**src/rtl/fcwd_pkg.sv**
```systemverilog
`timescale 1ns / 1ps

package fcwd_pkg;

  // Character codes of the dictionary alphabet.
  localparam logic [7:0] CH_A = 8'h61;
  localparam logic [7:0] CH_Q = 8'h71;
  localparam logic [7:0] CH_U = 8'h75;

  // Result field widths.
  localparam int CHAR_W = 8;
  localparam int CIDX_W = 5;
  localparam int WLEN_W = 6;
  localparam int OUT_DATA_W = 24;

  typedef enum logic [1:0] {
    ST_IDLE,
    ST_INS_U,
    ST_READ,
    ST_SEND
  } state_t;

endpackage

```
**src/rtl/front_coded_word_decoder.sv**
```systemverilog
`timescale 1ns / 1ps

// Front-coded word decoder. Takes a front-compressed word list one byte per item: a byte
// below 'a' is a shared-prefix count that closes the word in progress and keeps that many
// leading characters for the next word; any other byte is a letter appended to the word
// store, and a 'q' gets a 'u' inserted after it. tlast on an input item flushes the final
// word. A completed word comes out as one item per character with its index, the word
// length, tlast on the final character and tuser set when characters were dropped because
// the store was full. After a 'q' the input is held while its 'u' is written, as the store
// has a single write port. Each character of a completed word is read from the store and
// then loaded into the output register, which waits out any output stall; no input item
// is taken during the readout. The store reads as zero after reset without a clearing pass.
module front_coded_word_decoder #(
  parameter int MAX_WORD = 32
) (
  input  logic       clk,
  input  logic       rst,
  input  logic       s_axis_tvalid,
  output logic       s_axis_tready,
  input  logic [7:0] s_axis_tdata,   // [7:0] in_byte
  input  logic       s_axis_tlast,   // end_of_dict
  output logic       m_axis_tvalid,
  input  logic       m_axis_tready,
  output logic [fcwd_pkg::OUT_DATA_W-1:0] m_axis_tdata,
                                     // [7:0] out_char, [12:8] char_index,
                                     // [18:13] word_len, [23:19] zero
  output logic       m_axis_tlast,   // word_last
  output logic       m_axis_tuser    // truncated
);

  localparam int IDXW = (MAX_WORD > 1) ? $clog2(MAX_WORD) : 1;
  localparam int POSW = $clog2(MAX_WORD + 1);
  localparam logic [POSW-1:0] POS_MAX = POSW'(MAX_WORD);

  fcwd_pkg::state_t state, state_next;

  // Word store with one write port and one registered read port.
  logic [7:0]          store [MAX_WORD];
  logic [MAX_WORD-1:0] written;
  logic [7:0]          rd_data;
  logic                rd_written;

  logic [POSW-1:0] write_pos;
  logic            word_open;
  logic            overflowed;
  logic            pend_end;
  logic [POSW-1:0] emit_len;
  logic            emit_trunc;
  logic [POSW-1:0] rd_pos;

  logic [fcwd_pkg::CHAR_W-1:0] out_char;
  logic [fcwd_pkg::CIDX_W-1:0] out_cidx;
  logic [fcwd_pkg::WLEN_W-1:0] out_wlen;
  logic                        out_last;
  logic                        out_trunc;

  logic            accept;
  logic            is_letter;
  logic            is_q;
  logic            room;
  logic [POSW-1:0] pos_inc;
  logic            ovf_set;
  logic [POSW-1:0] prefix_len;
  logic            wr_en;
  logic [7:0]      wr_data;
  logic            load_out;
  logic            last_char;

  assign accept     = s_axis_tvalid && s_axis_tready;
  assign is_letter  = (s_axis_tdata >= fcwd_pkg::CH_A);
  assign is_q       = (s_axis_tdata == fcwd_pkg::CH_Q);
  assign room       = (write_pos < POS_MAX);
  assign pos_inc    = room ? write_pos + POSW'(1) : write_pos;
  assign ovf_set    = overflowed || !room;
  assign prefix_len = (s_axis_tdata > 8'(MAX_WORD)) ? POS_MAX : POSW'(s_axis_tdata);
  assign last_char  = (rd_pos + POSW'(1) == emit_len);

  always_comb begin
    state_next = state;
    unique case (state)
      fcwd_pkg::ST_IDLE: begin
        if (accept) begin
          if (is_letter) begin
            if (is_q) state_next = fcwd_pkg::ST_INS_U;
            else if (s_axis_tlast) state_next = fcwd_pkg::ST_READ;
          end else if (word_open && write_pos != '0) begin
            state_next = fcwd_pkg::ST_READ;
          end
        end
      end
      fcwd_pkg::ST_INS_U: begin
        state_next = pend_end ? fcwd_pkg::ST_READ : fcwd_pkg::ST_IDLE;
      end
      fcwd_pkg::ST_READ: begin
        state_next = fcwd_pkg::ST_SEND;
      end
      fcwd_pkg::ST_SEND: begin
        if (load_out) state_next = last_char ? fcwd_pkg::ST_IDLE : fcwd_pkg::ST_READ;
      end
      default: state_next = fcwd_pkg::ST_IDLE;
    endcase
  end

  always_comb begin
    s_axis_tready = 1'b0;
    wr_en         = 1'b0;
    wr_data       = s_axis_tdata;
    load_out      = 1'b0;
    unique case (state)
      fcwd_pkg::ST_IDLE: begin
        s_axis_tready = 1'b1;
        wr_en         = accept && is_letter && room;
      end
      fcwd_pkg::ST_INS_U: begin
        wr_en   = room;
        wr_data = fcwd_pkg::CH_U;
      end
      fcwd_pkg::ST_READ: begin
      end
      fcwd_pkg::ST_SEND: begin
        load_out = !m_axis_tvalid || m_axis_tready;
      end
      default: begin
      end
    endcase
  end

  always_ff @(posedge clk) begin
    if (wr_en) store[write_pos[IDXW-1:0]] <= wr_data;
    rd_data <= store[rd_pos[IDXW-1:0]];
  end

  always_ff @(posedge clk) begin
    if (rst) begin
      written    <= '0;
      rd_written <= 1'b0;
    end else begin
      if (wr_en) written[write_pos[IDXW-1:0]] <= 1'b1;
      rd_written <= written[rd_pos[IDXW-1:0]];
    end
  end

  always_ff @(posedge clk) begin
    if (rst) begin
      state      <= fcwd_pkg::ST_IDLE;
      write_pos  <= '0;
      word_open  <= 1'b0;
      overflowed <= 1'b0;
      pend_end   <= 1'b0;
      emit_len   <= '0;
      emit_trunc <= 1'b0;
      rd_pos     <= '0;
    end else begin
      state <= state_next;
      unique case (state)
        fcwd_pkg::ST_IDLE: begin
          if (accept) begin
            rd_pos <= '0;
            if (is_letter) begin
              pend_end <= s_axis_tlast;
              if (s_axis_tlast && !is_q) begin
                emit_len   <= pos_inc;
                emit_trunc <= ovf_set;
                write_pos  <= '0;
                overflowed <= 1'b0;
                word_open  <= 1'b0;
              end else begin
                write_pos  <= pos_inc;
                overflowed <= ovf_set;
                word_open  <= 1'b1;
              end
            end else begin
              emit_len   <= write_pos;
              emit_trunc <= overflowed;
              overflowed <= 1'b0;
              write_pos  <= s_axis_tlast ? '0 : prefix_len;
              word_open  <= !s_axis_tlast;
            end
          end
        end
        fcwd_pkg::ST_INS_U: begin
          if (pend_end) begin
            emit_len   <= pos_inc;
            emit_trunc <= ovf_set;
            write_pos  <= '0;
            overflowed <= 1'b0;
            word_open  <= 1'b0;
          end else begin
            write_pos  <= pos_inc;
            overflowed <= ovf_set;
          end
        end
        fcwd_pkg::ST_READ: begin
        end
        fcwd_pkg::ST_SEND: begin
          if (load_out) rd_pos <= rd_pos + POSW'(1);
        end
        default: begin
        end
      endcase
    end
  end

  // Output register: holds a finished character until the sink takes it.
  always_ff @(posedge clk) begin
    if (rst) begin
      m_axis_tvalid <= 1'b0;
    end else if (load_out) begin
      m_axis_tvalid <= 1'b1;
    end else if (m_axis_tready) begin
      m_axis_tvalid <= 1'b0;
    end
  end

  always_ff @(posedge clk) begin
    if (load_out) begin
      out_char  <= rd_written ? rd_data : '0;
      out_cidx  <= fcwd_pkg::CIDX_W'(rd_pos);
      out_wlen  <= fcwd_pkg::WLEN_W'(emit_len);
      out_last  <= last_char;
      out_trunc <= emit_trunc;
    end
  end

  assign m_axis_tdata = {
    (fcwd_pkg::OUT_DATA_W - fcwd_pkg::CHAR_W - fcwd_pkg::CIDX_W - fcwd_pkg::WLEN_W)'(0),
    out_wlen, out_cidx, out_char
  };
  assign m_axis_tlast = out_last;
  assign m_axis_tuser = out_trunc;

  a_no_write_in_readout: assert property (@(posedge clk) disable iff (rst)
    (state == fcwd_pkg::ST_READ || state == fcwd_pkg::ST_SEND) |-> !wr_en)
    else $error("store written during word readout");

  a_pos_in_range: assert property (@(posedge clk) disable iff (rst)
    write_pos <= POS_MAX)
    else $error("write position beyond store capacity");

  a_read_in_word: assert property (@(posedge clk) disable iff (rst)
    (state == fcwd_pkg::ST_READ) |-> (emit_len != '0 && rd_pos < emit_len))
    else $error("readout position outside the word");

  a_last_ends_readout: assert property (@(posedge clk) disable iff (rst)
    (load_out && last_char) |=> (state == fcwd_pkg::ST_IDLE && m_axis_tvalid && m_axis_tlast))
    else $error("final character did not end the readout");

endmodule
```
**config.mk**
```make
export PLATFORM = sky130hd
export DESIGN_NAME = front_coded_word_decoder
export DESIGN_NICKNAME = d
export VERILOG_FILES = /design/src/rtl/fcwd_pkg.sv /design/src/rtl/front_coded_word_decoder.sv
export SDC_FILE = /design/constraint.sdc
export NUM_CORES = 1
export LEC_CHECK = 0
export BUFFER_PORTS_ARGS = -buffer_cell sky130_fd_sc_hd__buf_2
export CAP_MARGIN = 5
export CORE_UTILIZATION = 45
export CTS_BUF_LIST = sky130_fd_sc_hd__clkbuf_2 sky130_fd_sc_hd__clkbuf_4 sky130_fd_sc_hd__clkbuf_8
export DETAILED_ROUTE_END_ITERATION = 6
export PLACE_DENSITY = 0.7
export SLEW_MARGIN = 20
export SYNTH_ARGS = -nofsm -noshare
export SYNTH_HDL_FRONTEND = slang
export SYNTH_SLANG_ARGS = --single-unit
```
**constraint.sdc**
```tcl
create_clock -name clk -period 2.61 [get_ports clk]
set_clock_uncertainty 0.1 [all_clocks]
set_input_delay 0.522 -clock clk [delete_from_list [all_inputs] [get_ports clk]]
set_output_delay 0.522 -clock clk [all_outputs]
set_load 0.02 [all_outputs]
```
==> Flow_metrics.wiki, run 1 <==
{| class="wikitable"
! Metric !! Value
|-
| Kind of critical path || reg -> reg
|-
| Synth top area share || 60.6%
|-
| Port Buffers || 35
|-
| Highest clock frequency the design can meet || 0.419 GHz
|-
| Largest fanout on the critical path || 11
|-
| Sequential fraction of the synthesis area || 70.2%
|-
| Most area-hungry cell type in the Yosys netlist || sky130_fd_sc_hd__edfxtp_1
|-
| Register-to-register setup slack || 0.22 ns
|-
| Routability-driven placement congestion ratio || 0.837
|-
| Cell total after placement || 1266
|-
| Gate Count Post-Synth || 813
|-
| Global routing usage summed across all routing layers || 19.2%
|-
| Worst Hold Class || in -> reg
|-
| Remaining global-route overflow || 0
|-
| Util after Layout || 53.4%
|-
| Overall via count from detail_route || 7514
|-
| Die Width || 177 um
|-
| Max Cap Violations || 0
|-
| Total routed wirelength || 28.9 mm
|-
| Avg WL per Cell || 21.2 um
|-
| Final Critical Period || 2.39 ns
|-
| Maximum root-to-sink buffer count || 3
|-
| Leading cell types by total area after synthesis || sky130_fd_sc_hd__edfxtp_1 61%, sky130_fd_sc_hd__mux4_2 14%, sky130_fd_sc_hd__dfxtp_1 9.6%
|-
| Total CTS buffers || 52
|-
| Largest family of logic cells by synthesized area || multiplexers
|-
| Commonest cells after routing, fill and taps aside || 277 x sky130_fd_sc_hd__edfxtp_1, 109 x sky130_fd_sc_hd__nor2_1, 88 x sky130_fd_sc_hd__mux4_2, 67 x sky130_fd_sc_hd__buf_4, 64 x sky130_fd_sc_hd__dfxtp_1
|-
| Finish-stage setup viols || 0
|-
| Root buf cell || sky130_fd_sc_hd__clkbuf_8
|-
| ANT nets after route || 0
|-
| Number of iterations in the first detailed-routing pass || 5
|-
| Average vias per placed instance || 5.51
|-
| Slew at the pin closest to its max-slew limit || 0.717 ns
|-
| Core region area || 0.0298 mm^2
|-
| Final hold violation count || 0
|-
| Unrepaired setup endpoints after global routing || false
|-
| Fraction of synthesized area in multiplexers || 15.5%
|-
| Maximum vdd ir drop || 591 uV
|-
| Leading cell type in the layout, fill and taps excluded || sky130_fd_sc_hd__edfxtp_1
|-
| Largest net degree at the start of global routing || 33
|-
| Count of unresolved DRC violations after routing || 0
|-
| Share of the synthesized netlist area taken by xor and xnor gates || 0.702%
|-
| Number of antenna violations at the first check in global routing || 1
|-
| Number of setup buffers added after CTS || 0
|-
| Count of placed standard cells in the final layout, fillers left out || 1363
|-
| Pwr dens || 698 mW/mm^2
|-
| Clock edge transition at the registers on the reported setup and hold paths || 0.06 ns
|-
| Clock latency at the later pin of the worst-skew pair || 0.58 ns
|-
| Combined area of all synthesized cells || 0.0137 mm^2
|-
| Synth async-reset ratio || 0%
|-
| #FFs+latches synth || 343
|-
| Share of final-layout standard cells stronger than drive strength 1 || 32.3%
|-
| Basic-gate share of the synthesized area counting and, or, nand and nor cells || 7.72%
|-
| Type of destination of the critical path || flop
|-
| Die Span Y || 177 um
|-
| Part of the cycle the worst path needs || 91.4%
|-
| Total of fill cells in the finished design || 2382
|-
| Post-synthesis cell type count || 60
|-
| TritonCTS sink count || 343
|-
| Number of max-slew violations in the final report || 0
|-
| Ant diodes || 0
|-
| Boundary pin count || 41
|-
| Syn. warnings || 0
|-
| Share of synthesized cell area in full adder, half adder and majority cells || 0.456%
|-
| Tightest slew margin relative to the limit || 52.1%
|-
| Final total negative setup slack || 0 ns
|-
| Vias in the first global route || 7488
|-
| Detailed-placement wirelength estimate || 18.8 mm
|-
| Arr. time, crit path || 2.49 ns
|-
| Critical Path Start Type || flop
|-
| Area overhead of the layout relative to synthesis || 15.9%
|-
| Run status || completed
|-
| Post-synth top flop || sky130_fd_sc_hd__edfxtp_1
|-
| Synthesized area per cell || 16.9 um^2
|-
| Wire length of the first global-routing pass || 44.2 mm
|-
| Starting Density || 46.1%
|-
| Number of enable-type register cells in the synthesized netlist || 277
|-
| Core Rows || 63
|-
| Synth Area in Compound Gates || 3.46%
|-
| # nets final || 948
|-
| Clock tree from TritonCTS || yes
|-
| Number of violations reported at the end of detailed-routing iteration 0 || 547
|-
| Worst endpoint required time || 2.72 ns
|-
| Post-Route Hold Slack || 0.175 ns
|-
| Leak || 5.22 nW
|-
| H-tree Lvls || 2
|-
| Die Outline Area || 0.0312 mm^2
|}
critical path, cell delays in order (launching register included):
cell	delay, ns
sky130_fd_sc_hd__dfxtp_1	0.49
sky130_fd_sc_hd__nand2b_1	0.16
sky130_fd_sc_hd__nand4b_1	0.16
sky130_fd_sc_hd__nand2_1	0.09
sky130_fd_sc_hd__nor2_1	0.14
sky130_fd_sc_hd__nand2_1	0.25
sky130_fd_sc_hd__nor2_1	0.64
registers in the layout (all words and copies together), names as in the netlist, 2 cells and up:
register and cells:
out_char 8, emit_len 6, out_wlen 6, rd_data 8
rd_pos 6, written 32, state 2, store 256
write_pos 6, out_cidx 5
layer usage:
metal / routed length [um] / track usage [%] / up-vias
met3: 1830 / 3.41 / 51
met1: 12600 / 27.5 / 3809
met5: 0 / 0 / -
met2: 13700 / 29.7 / 248
met4: 709 / 6.43 / 0
li1: - / - / 3406
final timing paths:
kind | from | endpoint | depth (start not counted)
min reg2reg | emit_trunc$_SDFFE_PP0P_ | m_axis_tuser$_DFFE_PP_ | 0
max reg2reg | state[0]$_SDFFE_PP0P_ | store[6][4]$_DFFE_PP_ | 6
min | s_axis_tlast | pend_end$_SDFFE_PP0P_ | 3
max | state[0]$_SDFFE_PP0P_ | store[6][4]$_DFFE_PP_ | 6
metrics by stage:
stage          power (mW)  worst slack [ns]  cell area [um^2]
2_1_floorplan        6.50             0.218             13700
3_3_place_gp         6.72             0.118             14800
3_5_place_dp         6.73            0.0581             14800
4_1_cts              11.2             0.158             15900
5_1_grt              11.5           0.00645             15900
6_report             11.1             0.224             15900
power breakdown:
part,switching (mW),internal (mW)
clock network,2.00,2.49
registers,0.0441,6.01
logic,0.354,0.202
final cells by class:
type / instances / area, um^2 / share of cell area (%)
clock buffers: 87 / 1030 / 6.47
clock inverters: 10 / 65.1 / 0.409
well taps: 390 / 488 / 3.07
flip-flops and latches: 343 / 9650 / 60.7
inverters: 3 / 11.3 / 0.0708
multi-input cells: 421 / 3850 / 24.2
repair buffers: 109 / 818 / 5.14
cell families after synthesis:
kind of cell	count (synthesis)
other cells	1
simple gates	224
xor+xnor	11
fa+ha+maj	5
compound gates	75
mux	101
buf+inv	53
flops	343
synth_stat cells, types with 7 or more instances:
master,count
sky130_fd_sc_hd__a211oi_1,8
sky130_fd_sc_hd__a21oi_1,37
sky130_fd_sc_hd__and2_1,14
sky130_fd_sc_hd__buf_2,7
sky130_fd_sc_hd__clkbuf_1,31
sky130_fd_sc_hd__dfxtp_1,66
sky130_fd_sc_hd__edfxtp_1,277
sky130_fd_sc_hd__mux2_2,10
sky130_fd_sc_hd__mux4_2,88
sky130_fd_sc_hd__nand2_1,30
sky130_fd_sc_hd__nand2b_1,14
sky130_fd_sc_hd__nand3_1,14
sky130_fd_sc_hd__nor2_1,110
sky130_fd_sc_hd__nor3_1,13
sky130_fd_sc_hd__xnor2_1,10
what timing repair did:
| action | in CTS | in global routing |
|---|---|---|
| hold buffers | 0 | 0 |
| setup endpoints to repair | 0 | 9 |
| resized for setup | 0 | 3 |
(Power assumes the default switching activity.)
==> run 2, diff against run 1 <==
--- a/config.mk
+++ b/config.mk
@@ -5,12 +5,13 @@
 export SDC_FILE = /design/constraint.sdc
 export NUM_CORES = 1
 export LEC_CHECK = 0
+export ABC_AREA = 1
 export BUFFER_PORTS_ARGS = -buffer_cell sky130_fd_sc_hd__buf_2
 export CAP_MARGIN = 5
 export CORE_UTILIZATION = 45
 export CTS_BUF_LIST = sky130_fd_sc_hd__clkbuf_2 sky130_fd_sc_hd__clkbuf_4 sky130_fd_sc_hd__clkbuf_8
 export DETAILED_ROUTE_END_ITERATION = 6
-export PLACE_DENSITY = 0.7
+export PLACE_DENSITY_LB_ADDON = 0.05
 export SLEW_MARGIN = 20
 export SYNTH_ARGS = -nofsm -noshare
 export SYNTH_HDL_FRONTEND = slang
==> run 2 against run 1 <==
  * The run now ends with DRC left
  * Total power increased by 1.5%
  * Clock power is essentially flat
  * Sequential cell count is the same
  * Synthesized cell count is 58% higher
  * Hold slack worse by 0.050 ns
  * Critical path type unchanged
  * Largest cell class unchanged
==> Flow_metrics.wiki, run 2 <==
{| class="wikitable"
! Metric !! Value
|-
| Run status || finished with violations
|-
| Violations in the final reports || DRC
|-
| Power share of the sequential group || 54.0% (-0.5 points)
|-
| Root buf cell || sky130_fd_sc_hd__clkbuf_8
|-
| Number of antenna violations at the first check in global routing || 0 (-1)
|-
| Largest net degree at the start of global routing || 65 (+97%)
|-
| Area overhead of the layout relative to synthesis || 13.0%
|-
| Clock tree from TritonCTS || yes
|-
| Global routing usage summed across all routing layers || 24.9% (+5.7 points)
|-
| Die Span Y || 179 um (+1.4%)
|-
| Final Critical Period || 2.31 ns (-0.0801 ns)
|-
| Number of gates resized after CTS || 0 (unchanged)
|-
| Worst Hold Class || in -> reg
|-
| Uppermost layer routed || met4
|-
| Internal || 8.62 mW (-0.98%)
|-
| Sw power || 2.65 mW (+11%)
|-
| Kind of critical path || reg -> reg
|-
| Total of fill cells in the finished design || 2823 (+19%)
|-
| ANT nets after route || 0 (unchanged)
|-
| Combined area of all synthesized cells || 0.0141 mm^2 (+2.8%)
|-
| Part of the cycle the worst path needs || 88.4% (-3.1 points)
|-
| Post-Route Hold Slack || 0.125 ns (-0.0502 ns)
|-
| H-tree Lvls || 2 (unchanged)
|-
| Die Width || 179 um (+1.4%)
|-
| TritonCTS sink count || 343 (unchanged)
|-
| Port Buffers || 35 (unchanged)
|-
| Total placed instance area || 0.0148 mm^2 (+0.26%)
|-
| Clock edge transition at the registers on the reported setup and hold paths || 0.06 ns (about the same)
|-
| Part of the total power dissipated in the clock network || 40.1% (-0.3 points)
|-
| Overall via count from detail_route || 9838 (+31%)
|-
| Core region area || 0.0307 mm^2 (+3.2%)
|-
| Met2 Routed Length || 18.3 mm (+33%)
|-
| Leading cell types by total area after synthesis || sky130_fd_sc_hd__edfxtp_1 59%, sky130_fd_sc_hd__dfxtp_1 9.4%, sky130_fd_sc_hd__o21ai_0 5.9%
|-
| Routability-driven placement congestion ratio || 0.858 (+2.5%)
|-
| Clock latency at the later pin of the worst-skew pair || 0.59 ns (about the same)
|-
| Critical path's largest stage delay || 0.40 ns (-0.24 ns)
|-
| Critical Path Start Type || flop
|-
| Cell with the most instances after synthesis || sky130_fd_sc_hd__edfxtp_1
|-
| Worst endpoint required time || 2.77 ns (+0.05 ns)
|-
| Gate power share || 5.9% (+0.9 points)
|-
| Synth top area share || 59.0% (-1.6 points)
|-
| Avg WL per Cell || 21.8 um (+2.9%)
|-
| Average vias per placed instance || 5.51 (about the same)
|-
| Total power || 11.3 mW (+1.5%)
|-
| Final hold violation count || 0 (unchanged)
|-
| Number of iterations in the first detailed-routing pass || 7 (+2)
|-
| Pwr dens || 707 mW/mm^2 (+1.3%)
|-
| Ant diodes || 0 (unchanged)
|-
| Most area-hungry cell type in the Yosys netlist || sky130_fd_sc_hd__edfxtp_1
|-
| Finish-stage setup viols || 0 (unchanged)
|-
| Number of max-slew violations in the final report || 0 (unchanged)
|-
| Final total negative setup slack || 0 ns (unchanged)
|-
| Number of violations reported at the end of detailed-routing iteration 0 || 886 (+62%)
|-
| Arr. time, crit path || 2.46 ns (-0.03 ns)
|-
| # nets final || 1360 (+43%)
|-
| Cells traversed along the worst timing path || nor2_4 -> inv_2 -> nand2_2 -> nand2_4 -> nor2_4 -> nand2_1 -> inv_1
|-
| Largest fanout on the critical path || 11 (unchanged)
|-
| Core Rows || 64 (+1.6%)
|-
| Share of final-layout standard cells stronger than drive strength 1 || 14.1% (-18 points)
|-
| Detailed-placement wirelength estimate || 24.4 mm (+29%)
|-
| Remaining global-route overflow || 0 (unchanged)
|-
| Post-synth top flop || sky130_fd_sc_hd__edfxtp_1
|-
| Tightest slew margin relative to the limit || 57.3% (+5.3 points)
|-
| Cts hold-fix bufs || 0 (unchanged)
|-
| Met3 WL post-DR || 2.10 mm (+15%)
|-
| Total routed wirelength || 38.9 mm (+35%)
|-
| Boundary pin count || 41 (unchanged)
|-
| Synthesized area per cell || 11.0 um^2 (-35%)
|-
| Number of enable-type register cells in the synthesized netlist || 277 (unchanged)
|-
| Starting Density || 45.9% (-0.19 points)
|-
| Slowest cell on crit path || sky130_fd_sc_hd__dfxtp_1
|-
| Unrepaired setup endpoints after global routing || false
|-
| Cell total after placement || 1680 (+33%)
|-
| Top cell by count, worst path || sky130_fd_sc_hd__nor2_4
|-
| Leak || 5.87 nW (+12%)
|-
| Util after Layout || 51.8% (-1.6 points)
|-
| Gate Count Post-Synth || 1281 (+58%)
|-
| Worst Setup Slack, final || 0.304 ns (+0.0801 ns)
|-
| Wire length of the first global-routing pass || 57.8 mm (+31%)
|-
| Highest clock frequency the design can meet || 0.434 GHz (+3.5%)
|-
| Commonest cells after routing, fill and taps aside || 277 x sky130_fd_sc_hd__edfxtp_1, 169 x sky130_fd_sc_hd__nand2_1, 165 x sky130_fd_sc_hd__o21ai_0, 149 x sky130_fd_sc_hd__nor2_1, 119 x sky130_fd_sc_hd__inv_1
|-
| Syn. warnings || 0 (unchanged)
|-
| Die Outline Area || 0.0321 mm^2 (+2.7%)
|-
| Vias in the first global route || 9616 (+28%)
|-
| #FFs+latches synth || 343 (unchanged)
|-
| List of most frequent post-synthesis cells || 277 x sky130_fd_sc_hd__edfxtp_1, 169 x sky130_fd_sc_hd__nand2_1, 165 x sky130_fd_sc_hd__o21ai_0
|-
| Max Cap Violations || 0 (unchanged)
|-
| Type of destination of the critical path || flop
|-
| Post-synthesis cell type count || 34 (-43%)
|-
| Wire length on met1 || 17.5 mm (+39%)
|-
| Setup slack after placement || 0.119 ns (+0.0613 ns)
|-
| Design Area, Final || 0.0159 mm^2 (+0.19%)
|-
| Count of placed standard cells in the final layout, fillers left out || 1785 (+31%)
|-
| Count of unresolved DRC violations after routing || 6 (+6)
|-
| Leading cell type in the layout, fill and taps excluded || sky130_fd_sc_hd__edfxtp_1
|-
| Maximum root-to-sink buffer count || 3 (unchanged)
|-
| Maximum vdd ir drop || 347 uV (-41%)
|-
| Number of setup buffers added after CTS || 0 (unchanged)
|-
| Slew at the pin closest to its max-slew limit || 0.640 ns (-0.0762 ns)
|-
| Sequential fraction of the synthesis area || 68.3% (-1.9 points)
|-
| Largest register FFs || 256 (unchanged)
|-
| Total CTS buffers || 56 (+7.7%)
|-
| Synth async-reset ratio || 0% (unchanged)
|-
| Switching power as a share of total power || 23.5% (+1.9 points)
|}
==> run 2: logic make-up after synthesis <==
logic type | synth area share [%]
compound gates | 12.8
xor+xnor | 0.248
fa+ha+maj | 0.443
buf+inv | 5.77
flops | 68.3
other cells | 0.0266
simple gates | 12.4
==> run 2: layout make-up <==
type / instances / area, um^2 / share of cell area, %
multi-input combinational: 740 / 3670 / 23.1
timing repair buffer: 75 / 551 / 3.45
inverter: 126 / 475 / 2.98
clock buffer: 85 / 995 / 6.24
tap: 396 / 495 / 3.11
sequential: 343 / 9650 / 60.5
clock inverter: 20 / 98.8 / 0.620
==> run 2: path summary, 6_finish.rpt <==
check | from | end | slack (ns) | cells past startpoint
setup / recovery | state[1]$_SDFFE_PP0P_ | store[26][2]$_DFFE_PP_ | 0.30 | 7
hold / removal | m_axis_tready | m_axis_tvalid$_SDFFE_PP0P_ | 0.12 | 4
setup reg to reg | state[1]$_SDFFE_PP0P_ | store[26][2]$_DFFE_PP_ | 0.30 | 7
hold reg to reg | emit_trunc$_SDFFE_PP0P_ | m_axis_tuser$_DFFE_PP_ | 0.33 | 0
==> run 2: worst max-delay path, delay by kind of cell, from the launching register on <==
kind                   cells  cell delay, ns
AND/OR/NAND/NOR            5            1.04
flip-flops                 1            0.40
buffers and inverters      2            0.43
==> run 2: power by group through the flow <==
stage,Clock (mW),Sequential (mW),Combinational [mW]
after global placement,0,6.21,0.662
final,4.52,6.09,0.660
after CTS,4.61,6.09,0.664
after floorplan,0,6.17,0.397
after global routing,4.86,6.10,0.731
after detailed placement,0,6.21,0.663
==> run 2: per-layer routing <==
metal,track usage (%),vias to the layer above
li1,-,4631
met1,34.6,4823
met2,39.9,310
met3,3.82,74
met4,8.12,0
met5,0,-
